## src/rtl/bxd_fifo.sv

```systemverilog
module bxd_fifo #(
    parameter int DEPTH = 4,
    parameter int W     = 8
) (
    input  logic                       clk,
    input  logic                       rst_n,
    input  logic                       push,
    input  logic [W-1:0]               push_data,
    input  logic                       pop,
    output logic                       pop_valid,
    output logic [W-1:0]               pop_data,
    output logic [$clog2(DEPTH+1)-1:0] level
);
    localparam int PW = (DEPTH > 1) ? $clog2(DEPTH) : 1;
    localparam int LW = $clog2(DEPTH + 1);

    logic [W-1:0]  slot_reg [DEPTH];
    logic [PW-1:0] wr_ptr_reg, wr_ptr_next;
    logic [PW-1:0] rd_ptr_reg, rd_ptr_next;
    logic [LW-1:0] level_reg, level_next;

    always_comb
    begin
        wr_ptr_next = wr_ptr_reg;
        rd_ptr_next = rd_ptr_reg;
        level_next  = level_reg;
        if (push)
        begin
            wr_ptr_next = (wr_ptr_reg == PW'(DEPTH - 1)) ? '0 : wr_ptr_reg + 1'b1;
        end
        if (pop)
        begin
            rd_ptr_next = (rd_ptr_reg == PW'(DEPTH - 1)) ? '0 : rd_ptr_reg + 1'b1;
        end
        if (push && !pop)
        begin
            level_next = level_reg + 1'b1;
        end
        else if (pop && !push)
        begin
            level_next = level_reg - 1'b1;
        end
    end

    always_ff @(posedge clk or negedge rst_n)
    begin
        if (!rst_n)
        begin
            wr_ptr_reg <= '0;
            rd_ptr_reg <= '0;
            level_reg  <= '0;
        end
        else
        begin
            wr_ptr_reg <= wr_ptr_next;
            rd_ptr_reg <= rd_ptr_next;
            level_reg  <= level_next;
        end
    end

    always_ff @(posedge clk)
    begin
        if (push)
        begin
            slot_reg[wr_ptr_reg] <= push_data;
        end
    end

    assign pop_valid = (level_reg != '0);
    assign pop_data  = slot_reg[rd_ptr_reg];
    assign level     = level_reg;
endmodule

```

## config.mk

```make
export PLATFORM = sky130hd
export DESIGN_NAME = bxd_fifo
export DESIGN_NICKNAME = d
export VERILOG_FILES = /design/src/rtl/bxd_fifo.sv
export SDC_FILE = /design/constraint.sdc
export NUM_CORES = 1
export LEC_CHECK = 0
export BUFFER_PORTS_ARGS = -buffer_cell sky130_fd_sc_hd__buf_2
export CORE_MARGIN = 4
export CORE_UTILIZATION = 59
export DETAILED_ROUTE_END_ITERATION = 10
export PLACE_DENSITY_LB_ADDON = 0.15
export SYNTH_ARGS = -nofsm -noshare
export SYNTH_HDL_FRONTEND = slang
export SYNTH_SLANG_ARGS = --single-unit
```

## constraint.sdc

```tcl
create_clock -name clk -period 3.7 [get_ports clk]
set_input_delay 0.185 -clock clk [delete_from_list [all_inputs] [get_ports clk]]
set_output_delay 0.185 -clock clk [all_outputs]
set_load 0.005 [all_outputs]
```

==> results of run 1 <==
[how the worst min path moves through the flow]
stage | start | cells after the start | to
after floorplan | rst_n | 0 | level[0]$_DFFE_PN0P_
after global placement | rst_n | 1 | level[2]$_DFFE_PN0P_
after detailed placement | rst_n | 1 | level[2]$_DFFE_PN0P_
after CTS | push_data[5] | 1 | slot_reg[2][5]$_DFFE_PP_
after global routing | push_data[7] | 1 | slot_reg[1][7]$_DFFE_PP_
final | push_data[6] | 1 | slot_reg[2][6]$_DFFE_PP_
[through the flow]
step | instances | hold slack [ns]
5_1_grt | 138 | 0.0191
3_5_place_dp | 129 | 0.0245
6_report | 138 | 0.0435
3_3_place_gp | 129 | 0.0236
2_1_floorplan | 78 | -0.111
4_1_cts | 138 | 0.0305
[synthesized netlist by cell type]
library cell,number
buf_2,1
mux4_2,8
mux2_2,3
or3_1,1
o21ai_0,2
nand2_1,1
xor2_1,2
and2_1,4
fa_1,1
dfrtp_1,7
buf_6,1
nand3_1,1
nor2_1,2
edfxtp_1,32
inv_1,5
ha_1,6
xnor2_1,1
[worst max-delay path, delay by kind of cell, from the launching register on]
family / cells / cell delay (ns)
DFF: 1 / 0.74
buffers and inverters: 1 / 0.14
muxes: 1 / 0.58
[area by class of cell]
cell class / count / area [um2] / area share [%]
repair buffers: 24 / 125 / 6.89
flip-flops and latches: 39 / 1140 / 62.6
well taps: 30 / 37.5 / 2.07
inverters: 5 / 18.8 / 1.03
multi-input cells: 32 / 393 / 21.6
clock inverters: 3 / 67.6 / 3.72
clock buffers: 5 / 37.5 / 2.07
[cell families after synthesis]
family | after synthesis | synth area share, %
DFF | 39 | 72.6
buffers and inverters | 7 | 2.24
muxes | 11 | 13.7
adders and majority gates | 7 | 6.08
xor gates and xnor gates | 3 | 1.68
and+or+nand+nor | 9 | 3.04
AOI/OAI and AO/OA | 2 | 0.640
[repair_timing]
action                    in CTS  in global routing
gates resized for setup        0                  0
hold endpoints to repair       7                  0
buffers inserted               0                  0
hold buffers                   1                  0
[layer usage]
metal | global-route usage [%] | vias to the layer above | wire (um)
met1 | 20.1 | 354 | 924
met2 | 27.1 | 20 | 1190
met4 | 6.80 | 0 | 46
met5 | 0 | - | 0
li1 | - | 357 | -
met3 | 6.97 | 6 | 162
[where the power goes]
part / switching [mW] / internal, mW
sequential: 0.0885 / 0.577
clock: 0.139 / 0.210
combinational: 0.140 / 0.202
total: 0.367 / 0.988
==> impl_metrics.ini, run 1 <==
[global_routing]
gr-usage-all-layers_pct = 16.9
grt_pass1_vias = 796
overflow = 0
grt_pass1_wl_um = 4020
grt_antenna_before_repair = 0
grt_max_degree = 14

[placement]
dpl.hpwl_um = 1630
dp_slack_ns = 2.05
place_area_um2 = 1700
place.gp.congestion = 0.721
io_buffers = 23

[floorplanning]
fp-row-count = 18
io_pins = 24
start_util_pct = 62.6
chipWidth_um = 59.5
die_h_um = 59.5
core_um2 = 2500
die-area_um2 = 3540

[layout]
drive_gt1_share_pct = 38.9
fin_area_um2 = 1820
final_common_cell = edfxtp_1
fillers = 153
nets = 126
final_cell_mix = edfxtp_1, buf_2, mux4_2, dfrtp_1, ha_1
antennaDiodeCount = 0
final_util_pct = 72.6
largest_reg_flops = 32
syn_to_final_growth_pct = 16.1

[route]
routed_via_density = 5.34
ant_nets = 0
drc = 0
drt-total-wl_um = 2320
drtPass1Iterations = 3
vias = 737
wl_per_cell_um = 16.8
drt_iter0_markers = 19

[setup_path]
cp-endpoint = pop_data[5]
path_class = reg -> out
worstReg2RegStart = rd_ptr_reg[0]$_DFFE_PN0P_
arrival_ns = 1.81
cp-start-kind = flip-flop
path_cells = mux4_2 > buf_2
slowest_delay_ns = 0.74
r2r-end = rd_ptr_reg[1]$_DFFE_PN0P_
crit_path_max_fanout = 11
crit_path_end_kind = output port
r2r_slack_ns = 2.25
critPathSlowestCell = dfrtp_1
critPathRequiredTime_ns = 3.51
reg2reg_depth = 2
crit_path_start = rd_ptr_reg[0]$_DFFE_PN0P_

[flow_run]
max_cap_viol_count = 0

[synth]
synth_top_area_share_pct = 61.4
synthTopCellsByArea = edfxtp_1, mux4_2, dfrtp_1
syn_nets = 97
syn_inst = 78
synth_cell_type_count = 17
ys_seq_area_share_pct = 72.6
syn_area_um2 = 1560
synth-seq-cells = 39
ys_warn_count = 0
yosys.area.top_type = edfxtp_1
syn_avg_cell_area_um2 = 20.1

[clock_network]
ctsRootBufferMaster = clkbuf_4
cts_buffers = 5
cts.sinks = 39
clk_pin_slew_ns = 0.12
cts.htree.levels = 2
cts_tree = yes
insertion_delay_ns = 0.35
cts_max_path_buffers = 2

[timing]
max_freq_ghz = 0.501
setup_viol = 0
worst_pin_slew_ns = 0.595
fin_crit_sh_pct = 54.0
setup_tns_ns = 0
worst_slack_ns = 1.70
fin_crit_ns = 2.00
hold_violations = 0
finalMaxSlewViolations = 0
clock_skew_ns = 0.00780
rsz0062_at_grt = no
relSlewSlack_pct = 60.3

[pwr]
leakagePower_nw = 0.692
ir_worst_vdd_mv = 0.538
fin_total_pwr_mw = 1.36
pwr_density_cell_nw_per_um2 = 746

[hold_path]
hp-class = in -> reg

[run_status]
outcome = complete, no violations
Power figures use the tool's default switching activity.
==> inputs of run 2 (changes only) <==
CORE_UTILIZATION = 54   (was 59)
clock period = 2.1 ns   (was 3.7 ns; I/O delays follow)
==> impl_metrics.ini, run 2 (synthesis gave the netlist of run 1 again) <==
[timing]
hold_violations = 0
setup_viol = 0
max_freq_ghz = 0.532
fin_crit_sh_pct = 89.6
finalMaxSlewViolations = 0
rsz0062_at_grt = no
fin_crit_ns = 1.88
setup_tns_ns = 0
relSlewSlack_pct = 61.4
clock_skew_ns = 0.00674
worst_pin_slew_ns = 0.579
holdWs_ns = 0.0442

[setup_path]
arrival_ns = 1.78
crit_path_start = rd_ptr_reg[0]$_DFFE_PN0P_
path_class = reg -> out
critPathRequiredTime_ns = 2.00
r2r_slack_ns = 0.66
crit_path_end_kind = output port
crit_path_max_fanout = 11
worstReg2RegStart = wr_ptr_reg[0]$_DFFE_PN0P_
r2r-end = slot_reg[0][6]$_DFFE_PP_
reg2reg_depth = 3
cp-start-kind = flip-flop

[placement]
dpl.hpwl_um = 1550
io_buffers = 23
place_area_um2 = 1700
place.gp.congestion = 0.667

[layout]
final_util_pct = 67.7
syn_to_final_growth_pct = 19.4
final_cell_mix = edfxtp_1, buf_2, dlygate4sd3_1, mux4_2, dfrtp_1
largest_reg_flops = 32
final_common_cell = edfxtp_1
drive_gt1_share_pct = 35.3
fin_area_um2 = 1870
nets = 134
antennaDiodeCount = 0

[floorplanning]
core_um2 = 2760
start_util_pct = 56.7
die-area_um2 = 3820
die_h_um = 61.8
chipWidth_um = 61.8
fp-row-count = 19
io_pins = 24

[hold_path]
holdCritStartpoint = push
holdPathEnd = wr_ptr_reg[1]$_DFFE_PN0P_
hp-class = in -> reg
hold_depth = 2

[route]
drt-total-wl_um = 2430
routed_via_density = 5.39
ant_nets = 0
drt_iter0_markers = 15
drc = 0
vias = 793
drtPass1Iterations = 4
wl_per_cell_um = 16.5

[global_routing]
gr-usage-all-layers_pct = 15.7
grt_antenna_before_repair = 0
grt_pass1_wl_um = 3960
grt_max_degree = 13
overflow = 0
grt_pass1_vias = 819

[clock_network]
insertion_delay_ns = 0.34
cts_buffers = 5
cts.sinks = 39
clk_pin_slew_ns = 0.11
cts_tree = yes
cts.htree.levels = 2
cts_max_path_buffers = 2
cts_setup_buffers = 0
ctsRootBufferMaster = clkbuf_4

[run_status]
outcome = complete, no violations

[pwr]
pwr_density_cell_nw_per_um2 = 1210
fin_total_pwr_mw = 2.25
ir_worst_vdd_mv = 0.892
leakagePower_nw = 0.716

[flow_run]
max_cap_viol_count = 0
==> run 2: changes by cell type in the layout (fill, tap and decap cells not counted), sizes merged <==
cell	previous run	this run
bufinv	2	1
dlygate4sd3	1	9
clkinv	0	2
clkinvlp	1	0
==> run 2: metal layers <==
layer  wire length (um)  GRT usage (%)  up-vias  part of all wire (%)
li1                   -              -      369                     -
met1               1060           18.5      399                    43
met2               1170           25.3       21                    48
met3                153           6.20        4                   6.3
met4                 47           7.27        0                   1.9
met5                  0              0        -                     0
==> run 2: layout make-up <==
class	count	area, um2
repair buffers	32	205
clock inverters	3	38.8
well taps	31	38.8
fillers	199	890
flip-flops and latches	39	1140
multi-input cells	32	393
inverters	5	18.8
clock buffers	5	37.5
==> run 2: power by group <==
group	internal [mW]	leakage (nW)	total (mW)	switching (mW)
registers	1.02	0.377	1.17	0.157
clock network	0.245	0.0426	0.480	0.235
logic	0.362	0.297	0.602	0.240
==> run 2: repair_timing <==
action | CTS | global route
hold buffers | 9 | 0
hold endpoints to repair | 39 | 0
resized for setup | 0 | 0
setup endpoints to repair | 0 | 0
==> run 2: critical path, cell delays in order (launching register included) <==
cell,delay [ns]
dfrtp_1,0.73
mux4_2,0.57
buf_2,0.14
==> run 2: stage by stage <==
stage	setup slack [ns]	std cells
6_report	0.219	147
5_1_grt	0.0506	147
4_1_cts	0.144	147
3_5_place_dp	0.543	130
3_3_place_gp	0.555	130
2_1_floorplan	0.794	78
==> run 2: how the worst max path moves through the flow <==
| stage | endpoint | slack [ns] | depth (start not counted) |
|---|---|---|---|
| after floorplan | level[2]$_DFFE_PN0P_ | 0.79 | 4 |
| after global placement | pop_data[0] | 0.55 | 2 |
| after detailed placement | pop_data[4] | 0.54 | 2 |
| after CTS | pop_data[4] | 0.14 | 2 |
| after global routing | pop_data[6] | 0.05 | 2 |
| final | pop_data[4] | 0.22 | 2 |
