--- src/rtl/bxd_pkg.sv ---
package bxd_pkg;

    // Channel and field widths fixed by the pixel format.
    localparam int PIX_W        = 8;
    localparam int COORD_W      = 11;
    localparam int HEIGHT_W     = 13;
    localparam int ROW_W        = 12;
    localparam int CFG_INDEX_W  = 2;
    localparam int CFG_DATA_W   = 13;
    localparam int QUOT_STEPS   = 8;
    localparam int STEP_W       = 3;
    localparam int HEIGHT_LIMIT = 4096;

    // Configuration register indexes.
    localparam logic [CFG_INDEX_W-1:0] REG_IMAGE_WIDTH  = 2'd0;
    localparam logic [CFG_INDEX_W-1:0] REG_IMAGE_HEIGHT = 2'd1;
    localparam logic [CFG_INDEX_W-1:0] REG_BLOCK_SIZE   = 2'd2;

    // Reset values of the configuration registers.
    localparam logic [CFG_DATA_W-1:0] RESET_IMAGE_WIDTH  = 13'd640;
    localparam logic [CFG_DATA_W-1:0] RESET_IMAGE_HEIGHT = 13'd480;
    localparam logic [6:0]            RESET_BLOCK_SIZE   = 7'd2;

    typedef struct packed {
        logic [PIX_W-1:0] red;
        logic [PIX_W-1:0] green;
        logic [PIX_W-1:0] blue;
    } pixel_t;

    // What the accumulate stage must do with the pixel it holds.
    typedef struct packed {
        logic valid;
        logic first;
        logic load;
        logic write;
        logic emit;
        logic last;
    } acc_ctl_t;

    typedef enum logic [1:0] {
        DIV_IDLE,
        DIV_RUN,
        DIV_HOLD
    } div_state_t;

endpackage

--- src/rtl/bxd_if.sv ---


interface bxd_result_if;
    import bxd_pkg::*;

    logic               valid;
    logic               ready;
    logic [PIX_W-1:0]   out_red;
    logic [PIX_W-1:0]   out_green;
    logic [PIX_W-1:0]   out_blue;
    logic [COORD_W-1:0] out_x;
    logic [COORD_W-1:0] out_y;
    logic               frame_last;

    modport source (output valid, output out_red, output out_green, output out_blue,
                    output out_x, output out_y, output frame_last, input ready);
    modport sink   (input valid, input out_red, input out_green, input out_blue,
                    input out_x, input out_y, input frame_last, output ready);
endinterface


--- src/rtl/bxd_div.sv ---
module bxd_div #(
    parameter int SW  = 20,
    parameter int AWD = 13,
    parameter int QW  = 83
) (
    input  logic           clk,
    input  logic           rst_n,
    input  logic           entry_valid,
    input  logic [QW-1:0]  entry_data,
    input  logic [AWD-1:0] area,
    output logic           pop,
    bxd_result_if.source   results
);
    import bxd_pkg::*;

    localparam int DW = AWD + QUOT_STEPS;

    div_state_t state_reg, state_next;

    logic [STEP_W-1:0]       step_reg;
    logic [2:0][DW-1:0]      rem_reg;
    logic [2:0][PIX_W-1:0]   quot_reg;
    logic [COORD_W-1:0]      x_reg, y_reg;
    logic                    last_reg;
    logic [DW-1:0]           divisor;
    logic [2:0]              ge;
    logic [2:0][SW-1:0]      entry_sums;

    assign entry_sums = entry_data[QW-1 -: 3*SW];
    assign divisor    = DW'(area) << step_reg;

    always_comb
    begin
        for (int c = 0; c < 3; c++)
        begin
            ge[c] = rem_reg[c] >= divisor;
        end
    end

    always_comb
    begin
        state_next = state_reg;
        pop        = 1'b0;
        unique case (state_reg)
            DIV_IDLE:
            begin
                if (entry_valid)
                begin
                    pop        = 1'b1;
                    state_next = DIV_RUN;
                end
            end
            DIV_RUN:
            begin
                if (step_reg == '0)
                begin
                    state_next = DIV_HOLD;
                end
            end
            DIV_HOLD:
            begin
                if (results.ready)
                begin
                    state_next = DIV_IDLE;
                end
            end
            default: state_next = DIV_IDLE;
        endcase
    end

    always_ff @(posedge clk or negedge rst_n)
    begin
        if (!rst_n)
        begin
            state_reg <= DIV_IDLE;
        end
        else
        begin
            state_reg <= state_next;
        end
    end

    // One quotient bit per channel and cycle, most significant first.
    always_ff @(posedge clk)
    begin
        if (pop)
        begin
            for (int c = 0; c < 3; c++)
            begin
                rem_reg[c] <= DW'(entry_sums[c]);
            end
            step_reg <= STEP_W'(QUOT_STEPS - 1);
            x_reg    <= entry_data[2*COORD_W:COORD_W+1];
            y_reg    <= entry_data[COORD_W:1];
            last_reg <= entry_data[0];
        end
        else if (state_reg == DIV_RUN)
        begin
            for (int c = 0; c < 3; c++)
            begin
                if (ge[c])
                begin
                    rem_reg[c] <= rem_reg[c] - divisor;
                end
                quot_reg[c] <= {quot_reg[c][PIX_W-2:0], ge[c]};
            end
            step_reg <= step_reg - 1'b1;
        end
    end

    assign results.valid      = (state_reg == DIV_HOLD);
    assign results.out_red    = quot_reg[0];
    assign results.out_green  = quot_reg[1];
    assign results.out_blue   = quot_reg[2];
    assign results.out_x      = x_reg;
    assign results.out_y      = y_reg;
    assign results.frame_last = last_reg;
endmodule

--- src/flat_wrapper.sv ---
// flat-port wrapper written by rule: the top's interface ports become plain ports
module bxd_div_flat import bxd_pkg::*;
#(
    parameter int SW  = 20,
    parameter int AWD = 13,
    parameter int QW  = 83
)
  (clk, rst_n, entry_valid, entry_data, area, pop, results_valid, results_out_red, results_out_green, results_out_blue, results_out_x, results_out_y, results_frame_last, results_ready);
  bxd_result_if results_i ();
  input  logic clk;
  input  logic rst_n;
  input  logic entry_valid;
  input  logic [QW-1:0] entry_data;
  input  logic [AWD-1:0] area;
  output logic pop;
  output wire logic [$bits(results_i.valid)-1:0] results_valid;
  output wire logic [$bits(results_i.out_red)-1:0] results_out_red;
  output wire logic [$bits(results_i.out_green)-1:0] results_out_green;
  output wire logic [$bits(results_i.out_blue)-1:0] results_out_blue;
  output wire logic [$bits(results_i.out_x)-1:0] results_out_x;
  output wire logic [$bits(results_i.out_y)-1:0] results_out_y;
  output wire logic [$bits(results_i.frame_last)-1:0] results_frame_last;
  input wire logic [$bits(results_i.ready)-1:0] results_ready;
  assign results_valid = results_i.valid;
  assign results_out_red = results_i.out_red;
  assign results_out_green = results_i.out_green;
  assign results_out_blue = results_i.out_blue;
  assign results_out_x = results_i.out_x;
  assign results_out_y = results_i.out_y;
  assign results_frame_last = results_i.frame_last;
  assign results_i.ready = results_ready;
  bxd_div #(.SW(SW), .AWD(AWD), .QW(QW)) u_core (.clk(clk), .rst_n(rst_n), .entry_valid(entry_valid), .entry_data(entry_data), .area(area), .pop(pop), .results(results_i));
endmodule
--- config.mk ---
export PLATFORM = sky130hd
export DESIGN_NAME = bxd_div_flat
export DESIGN_NICKNAME = d
export VERILOG_FILES = /design/src/rtl/bxd_pkg.sv /design/src/rtl/bxd_if.sv /design/src/rtl/bxd_div.sv /design/src/flat_wrapper.sv
export SDC_FILE = /design/constraint.sdc
export NUM_CORES = 1
export LEC_CHECK = 0
export CELL_PAD_IN_SITES_DETAIL_PLACEMENT = 0
export CELL_PAD_IN_SITES_GLOBAL_PLACEMENT = 1
export CORE_MARGIN = 8
export CORE_UTILIZATION = 30
export DETAILED_ROUTE_END_ITERATION = 6
export DONT_BUFFER_PORTS = 1
export GPL_TIMING_DRIVEN = 0
export PLACE_DENSITY = 0.61
export SYNTH_ARGS = -nofsm -noshare
export SYNTH_HDL_FRONTEND = slang
export SYNTH_SLANG_ARGS = --single-unit
--- constraint.sdc ---
create_clock -name clk -period 6.3 [get_ports clk]
set_clock_uncertainty 0.2 [all_clocks]
set_input_delay 1.26 -clock clk [delete_from_list [all_inputs] [get_ports clk]]
set_output_delay 1.26 -clock clk [all_outputs]
set_load 0.05 [all_outputs]
==> results of run 1 <==
==> area by class of cell <==
| type | instances | area [um^2] |
|---|---|---|
| clock inverters | 14 | 131.4 |
| flip-flops and latches | 115 | 3383 |
| plain buffers | 34 | 163.9 |
| clock buffers | 18 | 429.2 |
| multi-input cells | 628 | 4462 |
| fillers | 2792 | 17610 |
| repair buffers | 1 | 20.02 |
| well taps | 341 | 426.7 |
| inverters | 26 | 97.59 |
==> stage by stage <==
stage / instance area, um^2 / hold slack [ns] / setup slack [ns] / utilization [%] / cells
4_1_cts: 9114 / 0.3138 / 0.6508 / 34.10 / 1177
2_1_floorplan: 8104 / 0.2591 / 1.779 / - / 803
6_report: 9114 / 0.3139 / 0.7593 / 34.10 / 1177
5_1_grt: 9114 / 0.3131 / 0.4325 / 34.10 / 1177
3_3_place_gp: 8531 / 0.2888 / 0.6622 / 31.92 / 1144
3_5_place_dp: 8553 / 0.3035 / 0.6412 / 32.00 / 1145
==> metal layers <==
metal	part of all wire, %	wire, um	GRT usage, %	vias to the layer above
met5	0.11	27	0	-
met4	1.7	440	4.696	4
met3	6.3	1620	5.020	25
met2	45	11500	24.66	184
met1	47	12040	20.04	3053
li1	-	-	-	3108
==> layout by cell type (no fill, tap or decap), types with 13 or more instances in the layout <==
master,instances
a21oi_1,59
o21ai_0,56
edfxtp_1,107
ha_1,64
a22o_1,13
mux2i_1,20
a21o_1,28
xor2_1,20
nand2b_1,13
and3_1,13
nor2_1,48
nor3_1,13
inv_1,23
clkbuf_1,20
nor2b_1,13
clkbuf_16,17
nand3_1,15
xnor2_1,22
nand2_1,78
==> path summary, 6_finish.rpt <==
kind / start / endpoint / slack, ns
max in group asynchronous: rst_n / u_core.state_reg[0]$_DFFE_PN0P_ / 5.50
min: u_core.rem_reg[20]$_SDFFE_PP0P_ / u_core.rem_reg[20]$_SDFFE_PP0P_ / 0.31
max reg2reg: u_core.step_reg[0]$_SDFFE_PP1P_ / u_core.rem_reg[12]$_DFFE_PP_ / 0.76
min reg2reg: u_core.rem_reg[20]$_SDFFE_PP0P_ / u_core.rem_reg[20]$_SDFFE_PP0P_ / 0.31
max: u_core.step_reg[0]$_SDFFE_PP1P_ / u_core.rem_reg[12]$_DFFE_PP_ / 0.76
min in group asynchronous: rst_n / u_core.state_reg[0]$_DFFE_PN0P_ / 0.33
==> synth_stat cells (all sizes together), types with 10 or more instances <==
cell type	number
a211oi	12
o31ai	11
a21o	28
and3	14
a31oi	10
nor2	48
a21oi	60
ha	64
nand4	11
nand2b	13
buf	12
nand3	15
a22o	19
inv	25
nor3	13
edfxtp	107
o21ai	58
xnor2	22
nor2b	13
xor2	20
nand2	79
mux2i	20
clkbuf	22
==> worst reg2reg max path: cells and delay by family (launching register included) <==
| kind | cells | cell delay [ns] |
|---|---|---|
| fa+ha+maj | 1 | 0.38 |
| buf+inv | 4 | 1.29 |
| mux | 1 | 0.83 |
| flops | 1 | 0.41 |
| compound gates | 6 | 1.42 |
| simple gates | 1 | 0.58 |
==> logic make-up after synthesis <==
family,Yosys count
adders and majority gates,67
xor gates and xnor gates,42
DFF,115
buffers and inverters,60
AOI/OAI and AO/OA,261
muxes,27
and+or+nand+nor,231
==> impl_results.md, run 1 <==
* Outcome: completed
* Delay-heaviest family, CP: compound AO/OA/AOI/OAI gates
* Sequential share of the synthesized area at a little over two fifths
* Clk_lat worst skew at 0.43 ns
* Mapped cell area at roughly 8100 um^2
* Resized cells post-CTS at 0
* Critical path buffer and inverter count at 4
* Syn. warnings at 0
* Nets at 990
* Top cell type's share of synthesized area at between 30 and 40%
* CTS tree: built
* Global-route wire length before repair at 38780 um
* Hold Crit Depth at 2
* # Post-CTS Setup Buffers at 0
* Endpoints failing hold at 0
* Area contributors post-synth: edfxtp_1 40%, ha_1 9.9%, a21oi_1 3.6%
* Antenna viol nets, final at 0
* Post-synth ARST share at roughly 1.7%
* Max FFs per register at 63
* Setup crit start kind: flip-flop
* Critical Path RT at approximately 6.1 ns
* Die Wd at between 150 and 200 um
* Rows at 60
* Post-Synth Adder-Cell Area at a little over a tenth
* DPL Wire Length at just under 20000 um
* Crit end category: flip-flop
* Yosys reg bits at 115
* Worst-margin pin slew at 1.098 ns
* Xor and xnor fraction of the mapped netlist area at 4.539%
* Max_slew headroom at around a quarter
* Number of synthesized flops with an enable pin at between 100 and 150
* Multiplexer share of the synthesized area at under 10%
* I/O Buffers at 0
* Synth Area in Compound Gates at ~22%
* Num CTS Buffers at 17
* Syn Inst Count at about 800
* Pin count of the biggest net entering global routing at 34
* Ant diodes at 0
* Kind of critical path: reg -> reg
* Maximum net fanout on the critical path at 20
* Antenna violations before repair at 2
* Max Cap Viol at 0
* Period utilization at between 80% and 90%
* Setup TNS at 0 ns
* Pre-antenna DRT Iters at 5
* Routed WL per cell at between 20 and 25 um
* H-tree lvl count at 4
* DRC errors left at 0
* Largest family of logic cells by synthesized area: compound AO/OA/AOI/OAI gates
* RSZ-0062 raised after global routing: no
* GRT Overall Usage at between 10% and 20%
* # hold bufs at CTS at 0
* CTS sink cnt at about 120
* Final min period at 5.541 ns
* CTS max path bufs at 2
* Vias per cell at about 5.4
* Clk root buf: clkbuf_16
* Worst R2R Path Depth at 13
* Synth Flop Type: edfxtp_1
* Slew Viols, Final at 0
* Critical Path, Cell by Cell: buf_1 > clkinv_1 > a211oi_1 > a21oi_1 > mux2i_1 > ha_1 > clkbuf_1 > a21o_1 > a2111oi_4 > a21oi_2 > o221a_4 > buf_6 > or2_1
* Core box area at roughly 27000 um^2
* Worst Hold Class: reg -> reg
* Layout cells sized above 1 at 9.330%
* Drt total wl at ~26000 um
* Syn Area/Cell at between 10 and 15 um^2
* CP max-delay cell: mux2i_1
* Post-synth cell types at 73
* Post-synth top area cell: edfxtp_1
* Area grow syn2layout at 12.46%
* Fmax at approximately 180 MHz
* Reg clk slew, reported paths at 0.06 ns
* Routability cong. at about 0.84
* Syn Nets at 970
* Logic depth of the worst path, buffers included at 13
* Post-Synth Simple-Gate Area at between 10 and 15%
* Max stage delay on crit path at between 0.8 and 0.9 ns
* Starting Density at roughly 30%
* Final setup vio count at 0
* Die H at between 150 and 200 um
* Vias at roughly 6400
* CP arrival at about 5.4 ns
* Vias in the first global route at roughly 6400
* Ports at about 150
* Initial DRC count at 360
* Die area at 32530 um^2
* GR Overflow Total at 0
Power of run 1 is left out: the tool's default activity adds up to more than one toggle a clock period on the data nets, which glitch-free logic cannot reach.
==> inputs of run 2 (changes only) <==
- CTS_CLUSTER_SIZE: unset -> 14
- RECOVER_POWER: unset -> 25
- SKIP_CTS_REPAIR_TIMING: unset -> 1
==> impl_results.md, run 2 (synthesized netlist as in run 1, its figures left out) <==
* Initial DRC count at 401 (+11%)
* Layout cells sized above 1 at 8.971% (-0.36 points)
* Vias at 6393 (+0.30%)
* Ports at 149 (unchanged)
* CP arrival at 5.45 ns (+0.09 ns)
* Nets at 990 (unchanged)
* Global-route wire length before repair at 38780 um (unchanged)
* Slew Viols, Final at 31 (+31)
* Pin count of the biggest net entering global routing at 34 (unchanged)
* Reg clk slew, reported paths at 0.06 ns (about the same)
* Commonest non-fill, non-tap cells in the layout: 107 x edfxtp_1, 78 x nand2_1, 64 x ha_1
* Multi-input logic area at 4462 um^2 (unchanged)
* Routed WL per cell at 21.77 um (about the same)
* Clk_lat worst skew at 0.43 ns (about the same)
* Pre-antenna DRT Iters at 4 (-1)
* Period utilization at 89.00% (+1.0 points)
* Filler instances at 2794 (+0.072%)
* Die Wd at 180.4 um (unchanged)
* Antenna viol nets, final at 0 (unchanged)
* Num CTS Buffers at 17 (unchanged)
* Setup WS pre-CTS at 0.6412 ns (unchanged)
* Ant diodes at 0 (unchanged)
* DRC errors left at 0 (unchanged)
* H-tree lvl count at 4 (unchanged)
* Max_slew headroom at -35.72% (-60 points)
* GRT Overall Usage at 15.61% (unchanged)
* Max FFs per register at 63 (unchanged)
* Max Cap Viol at 1 (+1)
* Clk root buf: clkbuf_16
* Setup crit start kind: flip-flop
* Post-layout util at 34.04% (-0.066 points)
* Core box area at 26730 um^2 (unchanged)
* Crit end category: flip-flop
* Vias in the first global route at 6401 (unchanged)
* Outcome: complete, but fails checks
* DPL Wire Length at 19440 um (unchanged)
* Maximum net fanout on the critical path at 20 (unchanged)
* Endpoints failing hold at 0 (unchanged)
* RSZ-0062 raised after global routing: no
* Final setup vio count at 0 (unchanged)
* Reg2Reg Setup Slack at 0.69 ns (-0.07 ns)
* Rows at 60 (unchanged)
* I/O Buffers at 0 (unchanged)
* Fmax at 178.4 MHz (-1.2%)
* CTS max path bufs at 2 (unchanged)
* Area grow syn2layout at 12.24%
* Vias per cell at 5.432 (+0.30%)
* Commonest non-fill, non-tap cell in the layout: edfxtp_1
* CTS sink cnt at 115 (unchanged)
* Die area at 32530 um^2 (unchanged)
* Post-route setup slack at 0.6933 ns (-0.06607 ns)
* CTS tree: built
* Die H at 180.4 um (unchanged)
* Antenna violations before repair at 2 (unchanged)
* Reg area at 3383 um^2 (unchanged)
* Kind of critical path: reg -> reg
* GR Overflow Total at 0 (unchanged)
* Starting Density at 30.32% (unchanged)
* Critical Path RT at 6.14 ns (+0.02 ns)
* Setup TNS at 0 ns (unchanged)
* Worst-margin pin slew at 2.036 ns (+0.9379 ns)
* Worst Hold Class: reg -> reg
* Drt total wl at 25620 um (about the same)
* Failing checks: capacitance limit, slew limit
* Final min period at 5.607 ns (+0.06607 ns)
* Routability cong. at 0.8446 (unchanged)
## run 2: metal layers
metal	routed length [um]	track usage, %	up-vias
li1	-	-	3112
met5	27	0	-
met1	11960	20.04	3057
met2	11520	24.66	193
met3	1669	5.020	27
met4	441	4.696	4
## run 2: metrics by stage
| step | hold WS (ns) | instance area [um^2] | cells |
|---|---|---|---|
| after floorplan | 0.2591 | 8104 | 803 |
| after global placement | 0.2888 | 8531 | 1144 |
| after detailed placement | 0.3035 | 8553 | 1145 |
| after CTS | 0.3138 | 9114 | 1177 |
| after global routing | 0.3131 | 9096 | 1177 |
| final | 0.3137 | 9096 | 1177 |
## run 2: worst paths after layout
| kind | startpoint | end | cells past startpoint |
|---|---|---|---|
| setup / recovery | u_core.step_reg[1]$_SDFFE_PP1P_ | u_core.rem_reg[57]$_DFFE_PP_ | 14 |
| hold / removal | u_core.rem_reg[20]$_SDFFE_PP0P_ | u_core.rem_reg[20]$_SDFFE_PP0P_ | 2 |
| setup reg to reg | u_core.step_reg[1]$_SDFFE_PP1P_ | u_core.rem_reg[57]$_DFFE_PP_ | 14 |
| hold reg to reg | u_core.rem_reg[20]$_SDFFE_PP0P_ | u_core.rem_reg[20]$_SDFFE_PP0P_ | 2 |
| max in group asynchronous | rst_n | u_core.state_reg[0]$_DFFE_PN0P_ | 0 |
| min in group asynchronous | rst_n | u_core.state_reg[0]$_DFFE_PN0P_ | 0 |
## run 2: area by class of cell
cell class	count	share of cell area (%)
buffer	34	1.788
inverter	26	1.073
timing repair buffer	1	0.04127
sequential	115	37.19
clock inverter	14	1.444
clock buffer	18	4.718
multi-input combinational	628	49.05
tap	341	4.691
## run 2: critical path, stage by stage (launching register included)
cell and delay, ns:
dfxtp_1 0.43, buf_1 0.49, clkbuf_1 0.43, inv_1 0.21, nand3_1 0.12, o21ai_0 0.11
mux2i_1 0.78, ha_1 0.43, a211o_1 0.14, o211ai_1 0.08, a21oi_1 0.29, a2111oi_2 0.08
or2_2 0.31, o31ai_2 0.32, a21o_1 0.78
Power of run 2 is left out for the same reason.
